File: config.mk
export PLATFORM = sky130hd
export DESIGN_NAME = max_path_sum_grid_dp
export DESIGN_NICKNAME = d
export VERILOG_FILES = /design/src/hw/rtl/mpsg_pkg.sv /design/src/hw/rtl/mpsg_row_ram.sv /design/src/hw/rtl/max_path_sum_grid_dp.sv
export SDC_FILE = /design/constraint.sdc
export NUM_CORES = 2
export LEC_CHECK = 0
export BUFFER_PORTS_ARGS = -buffer_cell sky130_fd_sc_hd__buf_2
export CAP_MARGIN = 25
export CORE_ASPECT_RATIO = 0.75
export CORE_MARGIN = 2
export CORE_UTILIZATION = 53
export DETAILED_ROUTE_END_ITERATION = 7
export PLACE_DENSITY = 0.71
export SYNTH_ARGS = -nofsm -noshare
export SYNTH_HDL_FRONTEND = slang
export SYNTH_SLANG_ARGS = --single-unit
File: constraint.sdc
create_clock -name clock -period 15.88 [get_ports clock]
set_input_delay 2.382 -clock clock [delete_from_list [all_inputs] [get_ports clock]]
set_output_delay 2.382 -clock clock [all_outputs]
set_load 0.05 [all_outputs]
File: src/hw/rtl/mpsg_pkg.sv
// ---------------------------------------------------------------------------
// mpsg_pkg
// Shared constants and types of the maximum falling path sum block.
// ---------------------------------------------------------------------------
package mpsg_pkg;

   // fixed field widths
   localparam int VALUE_W    = 16;
   localparam int NUM_COLS_W = 7;

   // column count after reset
   localparam logic [NUM_COLS_W-1:0] NUM_COLS_RESET = 7'd64;

   // per-element control carried from the accept stage into the sum stage
   typedef struct packed {
      logic first_row;   // element belongs to the first row of the matrix
      logic col_first;   // element sits in column zero
      logic col_last;    // element sits in the last column of its row
      logic last;        // final element of the matrix
   } flags_type;

endpackage

File: src/hw/rtl/mpsg_row_ram.sv
// ---------------------------------------------------------------------------
// mpsg_row_ram
// Row buffer of path sums: one write and one read port, registered read
// data, write data forwarded when both ports hit the same entry.
// ---------------------------------------------------------------------------
module mpsg_row_ram #(
   parameter int DEPTH  = 64,
   parameter int WIDTH  = 32,
   parameter int ADDR_W = 6
) (
   input  logic              clock,
   input  logic              wr_en,
   input  logic [ADDR_W-1:0] wr_addr,
   input  logic [WIDTH-1:0]  wr_data,
   input  logic              rd_en,
   input  logic [ADDR_W-1:0] rd_addr,
   output logic [WIDTH-1:0]  rd_data
);

   logic [WIDTH-1:0] mem [DEPTH];
   logic [WIDTH-1:0] rd_data_ff;

   // write port
   always_ff @(posedge clock) begin
      if (wr_en) begin
         mem[wr_addr] <= wr_data;
      end
   end

   // read port, write-first on an address match
   always_ff @(posedge clock) begin
      if (rd_en) begin
         if (wr_en && (wr_addr == rd_addr)) begin
            rd_data_ff <= wr_data;
         end else begin
            rd_data_ff <= mem[rd_addr];
         end
      end
   end

   assign rd_data = rd_data_ff;

endmodule

File: src/hw/rtl/max_path_sum_grid_dp.sv
// ---------------------------------------------------------------------------
// max_path_sum_grid_dp
// Maximum falling path sum over a matrix streamed in row-major order.
// Result path: the end-of-matrix word passes the sum stage, then the result word register.
// Throughput: one word per cycle, one buffer read and write each, unless result-stalled.
// The read of column j+1 goes out at accept; column j's old sum comes from the prior read.
// Reset: control state clears, column count returns to 64; the row buffer is not cleared.
// Old sums are used only once the current matrix wrote them; first-row reads are ignored.
// ---------------------------------------------------------------------------
module max_path_sum_grid_dp #(
   parameter int MAX_COLS = 64,
   parameter int SUM_BITS = 32
) (
   input  logic                                 clock,
   input  logic                                 reset,
   // column count register
   input  logic                                 csr_valid,
   output logic                                 csr_ready,
   input  logic [mpsg_pkg::NUM_COLS_W-1:0]      csr_num_cols,
   // matrix elements
   input  logic                                 req_valid,
   output logic                                 req_ready,
   input  logic signed [mpsg_pkg::VALUE_W-1:0]  req_value,
   input  logic                                 req_end_of_matrix,
   // result
   output logic                                 rsp_valid,
   input  logic                                 rsp_ready,
   output logic signed [SUM_BITS-1:0]           rsp_max_sum
);

   localparam int COL_W = (MAX_COLS > 1) ? $clog2(MAX_COLS) : 1;
   localparam int CNT_W = COL_W + 1;
   localparam logic signed [SUM_BITS-1:0] SUM_MIN = {1'b1, {(SUM_BITS-1){1'b0}}};
   localparam logic signed [SUM_BITS-1:0] SUM_MAX = ~SUM_MIN;

   // ---------------- registers ----------------
   logic [mpsg_pkg::NUM_COLS_W-1:0]     num_cols_ff, num_cols_in;
   logic [COL_W-1:0]                    col_ff, col_in;
   logic                                first_row_ff, first_row_in;

   logic                                s1_valid_ff, s1_valid_in;
   mpsg_pkg::flags_type                 s1_flags_ff, s1_flags_in;
   logic signed [mpsg_pkg::VALUE_W-1:0] s1_value_ff, s1_value_in;
   logic [COL_W-1:0]                    s1_col_ff, s1_col_in;

   logic signed [SUM_BITS-1:0]          cur_old_ff, cur_old_in;
   logic signed [SUM_BITS-1:0]          left_old_ff, left_old_in;
   logic signed [SUM_BITS-1:0]          first_sum_ff, first_sum_in;
   logic signed [SUM_BITS-1:0]          row_best_ff, row_best_in;

   logic                                rsp_valid_ff, rsp_valid_in;
   logic signed [SUM_BITS-1:0]          rsp_sum_ff, rsp_sum_in;

   // ---------------- combinational ----------------
   logic                       csr_write;
   logic                       req_accept;
   logic                       stall;
   logic                       retire;
   logic [CNT_W-1:0]           cols_used;
   logic [CNT_W-1:0]           col_next;
   logic                       col_is_last;
   logic                       rd_en;
   logic signed [SUM_BITS-1:0] rd_data;
   logic signed [SUM_BITS-1:0] value_ext;
   logic signed [SUM_BITS-1:0] best;
   logic signed [SUM_BITS:0]   sum_wide;
   logic signed [SUM_BITS-1:0] sum;
   logic signed [SUM_BITS-1:0] row_best_upd;

   // handshakes: a held result word only blocks when the sum stage holds the last word
   assign csr_ready  = 1'b1;
   assign csr_write  = csr_valid && csr_ready;
   assign stall      = s1_valid_ff && s1_flags_ff.last && rsp_valid_ff && !rsp_ready;
   assign req_ready  = !stall;
   assign req_accept = req_valid && req_ready;
   assign retire     = s1_valid_ff && !stall;

   // column count clamped to 1..MAX_COLS
   always_comb begin
      if (num_cols_ff == '0) begin
         cols_used = CNT_W'(1);
      end else if (int'(num_cols_ff) > MAX_COLS) begin
         cols_used = CNT_W'(MAX_COLS);
      end else begin
         cols_used = CNT_W'(num_cols_ff);
      end
   end

   assign col_next    = {1'b0, col_ff} + CNT_W'(1);
   assign col_is_last = (col_next >= cols_used);
   // fetch the old sum one column ahead; none is needed past the row end
   assign rd_en       = req_accept && !col_is_last;

   // column tracking at accept
   always_comb begin
      num_cols_in  = num_cols_ff;
      col_in       = col_ff;
      first_row_in = first_row_ff;
      if (csr_write) begin
         num_cols_in  = csr_num_cols;
         col_in       = '0;
         first_row_in = 1'b1;
      end else if (req_accept) begin
         if (req_end_of_matrix) begin
            col_in       = '0;
            first_row_in = 1'b1;
         end else if (col_is_last) begin
            col_in       = '0;
            first_row_in = 1'b0;
         end else begin
            col_in = col_next[COL_W-1:0];
         end
      end
   end

   // sum stage loading
   always_comb begin
      s1_flags_in = s1_flags_ff;
      s1_value_in = s1_value_ff;
      s1_col_in   = s1_col_ff;
      if (req_accept) begin
         s1_valid_in           = 1'b1;
         s1_flags_in.first_row = first_row_ff;
         s1_flags_in.col_first = (col_ff == '0);
         s1_flags_in.col_last  = col_is_last;
         s1_flags_in.last      = req_end_of_matrix;
         s1_value_in           = req_value;
         s1_col_in             = col_ff;
      end else begin
         s1_valid_in = stall ? s1_valid_ff : 1'b0;
      end
   end

   // best of the up to three neighbors above (zero in first row), then saturating add
   assign value_ext = SUM_BITS'(s1_value_ff);

   always_comb begin
      if (s1_flags_ff.first_row) begin
         best = '0;
      end else begin
         best = cur_old_ff;
         if (!s1_flags_ff.col_first && (left_old_ff > best)) begin
            best = left_old_ff;
         end
         if (!s1_flags_ff.col_last && (rd_data > best)) begin
            best = rd_data;
         end
      end
   end

   assign sum_wide = {best[SUM_BITS-1], best} + {value_ext[SUM_BITS-1], value_ext};

   always_comb begin
      if (sum_wide[SUM_BITS] != sum_wide[SUM_BITS-1]) begin
         sum = sum_wide[SUM_BITS] ? SUM_MIN : SUM_MAX;
      end else begin
         sum = sum_wide[SUM_BITS-1:0];
      end
   end

   assign row_best_upd = (s1_flags_ff.col_first || (sum > row_best_ff)) ? sum : row_best_ff;

   // window of old sums and the running row best
   always_comb begin
      cur_old_in   = cur_old_ff;
      left_old_in  = left_old_ff;
      first_sum_in = first_sum_ff;
      row_best_in  = row_best_ff;
      if (csr_write) begin
         left_old_in = '0;
         row_best_in = SUM_MIN;
      end else if (retire) begin
         left_old_in = cur_old_ff;
         if (s1_flags_ff.col_first) begin
            first_sum_in = sum;
         end
         // at the row end the next old sum is this row's column zero
         if (s1_flags_ff.col_last) begin
            cur_old_in = s1_flags_ff.col_first ? sum : first_sum_ff;
         end else begin
            cur_old_in = rd_data;
         end
         row_best_in = s1_flags_ff.last ? SUM_MIN : row_best_upd;
      end
   end

   // result word register
   always_comb begin
      rsp_valid_in = rsp_valid_ff;
      rsp_sum_in   = rsp_sum_ff;
      if (retire && s1_flags_ff.last) begin
         rsp_valid_in = 1'b1;
         rsp_sum_in   = row_best_upd;
      end else if (rsp_ready) begin
         rsp_valid_in = 1'b0;
      end
   end

   assign rsp_valid   = rsp_valid_ff;
   assign rsp_max_sum = rsp_sum_ff;

   // control registers
   always_ff @(posedge clock) begin
      if (reset) begin
         num_cols_ff  <= mpsg_pkg::NUM_COLS_RESET;
         col_ff       <= '0;
         first_row_ff <= 1'b1;
         s1_valid_ff  <= 1'b0;
         left_old_ff  <= '0;
         row_best_ff  <= SUM_MIN;
         rsp_valid_ff <= 1'b0;
      end else begin
         num_cols_ff  <= num_cols_in;
         col_ff       <= col_in;
         first_row_ff <= first_row_in;
         s1_valid_ff  <= s1_valid_in;
         left_old_ff  <= left_old_in;
         row_best_ff  <= row_best_in;
         rsp_valid_ff <= rsp_valid_in;
      end
   end

   // payload registers
   always_ff @(posedge clock) begin
      s1_flags_ff  <= s1_flags_in;
      s1_value_ff  <= s1_value_in;
      s1_col_ff    <= s1_col_in;
      cur_old_ff   <= cur_old_in;
      first_sum_ff <= first_sum_in;
      rsp_sum_ff   <= rsp_sum_in;
   end

   // row buffer
   mpsg_row_ram #(
      .DEPTH  (MAX_COLS),
      .WIDTH  (SUM_BITS),
      .ADDR_W (COL_W)
   ) u_row_ram (
      .clock   (clock),
      .wr_en   (retire),
      .wr_addr (s1_col_ff),
      .wr_data (sum),
      .rd_en   (rd_en),
      .rd_addr (col_next[COL_W-1:0]),
      .rd_data (rd_data)
   );

   // ---------------- assertions ----------------
   // a result word only follows a retired end-of-matrix word
   a_rsp_from_last: assert property (@(posedge clock) disable iff (reset)
      $rose(rsp_valid_ff) |-> $past(s1_valid_ff && s1_flags_ff.last))
      else $error("result word without end-of-matrix word");

   // nothing enters while the sum stage is blocked
   a_no_accept_in_stall: assert property (@(posedge clock) disable iff (reset)
      stall |-> !req_accept)
      else $error("word accepted while sum stage is stalled");

   // column counter stays inside the row
   a_col_in_row: assert property (@(posedge clock) disable iff (reset)
      ({1'b0, col_ff} < cols_used))
      else $error("column index beyond row width");

   // an element both first and last in its row means a single column
   a_single_col: assert property (@(posedge clock) disable iff (reset)
      (s1_valid_ff && s1_flags_ff.col_first && s1_flags_ff.col_last)
         |-> (cols_used == CNT_W'(1)))
      else $error("row end flag on column zero with more than one column");

   // a blocked end-of-matrix word keeps the sum stage occupied
   a_stall_holds: assert property (@(posedge clock) disable iff (reset)
      stall |=> s1_valid_ff && s1_flags_ff.last)
      else $error("stalled end-of-matrix word lost");

endmodule
==> metrics.txt <==
Final Slew Violations=0; Mean Syn Cell Area=19.6 µm²; # DRC=0; DRT Wirelength=250,000 µm; GRT Total Usage=28.1%; dpl hpwl=138,000 µm; largest net degree at the start of global routing=141; H-Tree Level Count=4; Required @ worst endpoint=16.59 ns; Layout Nets=5,091; vias in the first global route=48.5k; initial antenna violation count=4; Initial DRC Count=7,720; clk root buf=clkbuf_16; CP delay by family, top=compound AO/OA/AOI/OAI gates; Core Util, Final=59.4%; Area growth, synth to finish=11.6%; Clk pin slew, worst setup/hold paths=0.07 ns; # port buffers=62; Reg area=67,700 µm²; Layout Skew=0.0417 ns; grt ovf=0; clk sinks=2,282; first-pass iteration count of the detailed router=8; num ports=64; Die Height=367 µm; #FFs+latches synth=2,282; layout cells sized above 1=25.7%; Seq/Total Area, Yosys=72.8%; fmax=0.0765 GHz; Placed Area=97,300 µm²; leakage=33.0 nW; RSZ-0062 raised after global routing=no; power per cell area=118 nW/µm²; routed via count=49.9k; Worst Setup Start Kind=register; Worst Path Arrival=13.79 ns; Vias/cell=6.69; crit path kind=reg2reg; Cell variety after synth=83; worst reg2reg path depth=38; period utilisation layout=82.4%; EDFF count, synth=2,202; post-synthesis instance area=93,100 µm²; syn nets=4,920; placer's final routability congestion estimate=0.936; cell count after synthesis=4,753; hold buffer count at CTS=0; post-route ant nets=0; worst hold path depth=1; critical path's largest stage delay=0.79 ns; Post-CTS Setup Repair Bufs=0; critical path endpoint category=register; total core area=175,000 µm²; Setup TNS=0 ns; min cycle time layout=13.08 ns; Layout Cells excl Fill=7,459; Crit-path slowest cell=a211o_2; Worst Path Buf+Inv=5; Die Wd=488 µm; die area=179,000 µm²; clock buffer depth=3; Row Count=133; # resized after CTS=0; multi-input logic area=24,500 µm²; first-pass GRT wire length=356,000 µm; worst-path fanout max=65; Max-Cap Viols=0; Slew @ Worst Pin=1.05 ns; Yosys warning count=0; Hold Vio Cnt, Final=0; critical path depth=38; placed cell count=7,079; max_slew headroom=29.9%; CTS tree=built; total CTS buffers=200; fin area=104,000 µm²; Main synth FF type=edfxtp_1; Hold Path Class=reg2reg; ys async rst share=0%; Starting Density=53.2%; maximum vdd drop=0.0983 mV; status=completed; filler cell count=12.3k; WL/cell=33.6 µm; # setup viols final=0; latest clock arrival within the worst-skew pair=0.86 ns
-- synthesized netlist by cell type (5+ instances only) --
| master | instances | share of area [%] |
|---|---|---|
| nor3_2 | 6 | 0.065 |
| clkbuf_1 | 159 | 0.64 |
| inv_1 | 135 | 0.54 |
| o21ai_0 | 90 | 0.48 |
| a211oi_1 | 8 | 0.065 |
| nand2_1 | 303 | 1.2 |
| xor2_1 | 13 | 0.12 |
| buf_2 | 58 | 0.31 |
| nand2b_1 | 9 | 0.060 |
| buf_1 | 36 | 0.15 |
| ha_1 | 137 | 1.8 |
| o211ai_1 | 13 | 0.10 |
| nor3_1 | 25 | 0.13 |
| nand3b_1 | 6 | 0.048 |
| o22ai_1 | 26 | 0.17 |
| or3_1 | 10 | 0.067 |
| mux4_2 | 640 | 15 |
| mux2i_1 | 41 | 0.44 |
| o21a_1 | 8 | 0.065 |
| o21ai_1 | 9 | 0.048 |
| inv_2 | 5 | 0.020 |
| and3_1 | 15 | 0.10 |
| a22oi_1 | 18 | 0.15 |
| edfxtp_1 | 2202 | 71 |
| a21o_1 | 38 | 0.31 |
| nand3_1 | 87 | 0.47 |
| a22o_1 | 22 | 0.21 |
| nand4_1 | 23 | 0.15 |
| nor4_1 | 9 | 0.060 |
| o221ai_1 | 5 | 0.047 |
| o2bb2ai_1 | 14 | 0.13 |
| nor2_1 | 141 | 0.57 |
| a22oi_2 | 5 | 0.067 |
| mux2_2 | 41 | 0.50 |
| o31ai_1 | 6 | 0.048 |
| and2_1 | 7 | 0.047 |
| nor2b_1 | 8 | 0.054 |
| a221oi_1 | 33 | 0.31 |
| dfxtp_1 | 80 | 1.7 |
| a31oi_1 | 48 | 0.32 |
| a21oi_1 | 122 | 0.66 |
| xnor2_1 | 18 | 0.17 |
-- layout by cell type, fill, tap and decap left out, types with 78 or more instances in the layout --
master and n:
buf_4 152, o21ai_0 90, edfxtp_1 2202, nor2_4 78, mux4_2 640, nand3_1 87
inv_1 129, nand2_1 303, a21oi_1 122, dfxtp_1 79, clkbuf_16 204, ha_1 136
-- where the power goes --
part / leakage (nW) / internal (mW) / switching (mW) / total [mW]
registers: 20.5 / 6.72 / 0.0295 / 6.75
clock network: 3.15 / 2.70 / 2.17 / 4.87
logic: 9.29 / 0.195 / 0.462 / 0.656
total: 33.0 / 9.61 / 2.66 / 12.3
-- layer usage --
layer	wire [µm]	part of all wire, %	global-route usage (%)	vias to the layer above
met5	0	0	0	-
met4	7610	3.0	8.34	0
met3	31900	13	8.02	434
met2	110000	44	39.7	3269
met1	101000	40	42.8	26200
li1	-	-	-	19900
-- metrics by stage --
step	power, mW	hold slack (ns)	worst slack (ns)
floorplan	7.25	0.410	4.43
global placement	7.50	0.444	3.36
detailed placement	7.52	0.447	3.05
CTS	12.3	0.466	3.03
global route	12.6	0.478	2.04
finish	12.3	0.468	2.80
-- final cells by class --
type	count	area share, %
sequential	2282	65.2
multi-input combinational	2074	23.6
clock buffer	256	5.13
tap	2362	2.84
timing repair buffer	225	1.60
clock inverter	116	1.13
inverter	141	0.509
antenna	3	0.00722
-- cell families (layout without fill, tap and decap cells) --
group / after synthesis / count (layout) / share of synthesized area (%)
flip-flops: 2282 / 2282 / 72.8
multiplexers: 724 / 724 / 16.5
AND/OR/NAND/NOR: 666 / 666 / 3.19
AO/OA/AOI/OAI: 514 / 514 / 3.73
buffers and inverters: 397 / 738 / 1.69
adder cells (fa/ha/maj): 138 / 138 / 1.86
XOR/XNOR: 31 / 31 / 0.292
other: 1 / 4 / 0.00403
-- registers in the layout, summed over array words and instances, names as in the netlist, 4 cells and up --
register	flops
row_best_ff	32
s1_flags_ff	4
num_cols_ff	7
left_old_ff	32
s1_col_ff	6
rsp_max_sum	32
cur_old_ff	32
first_sum_ff	32
s1_value_ff	16
u_row_ram.rd_data	32
u_row_ram.mem	2048
col_ff	6
-- worst paths after layout --
check | from | endpoint | slack [ns]
hold reg to reg | row_best_ff[21] | row_best_ff[21] | 0.47
setup / recovery | cur_old_ff[27] | row_best_ff[31] | 2.80
setup reg to reg | cur_old_ff[27] | row_best_ff[31] | 2.80
hold / removal | row_best_ff[21] | row_best_ff[21] | 0.47
Power figures use the tool's default switching activity.
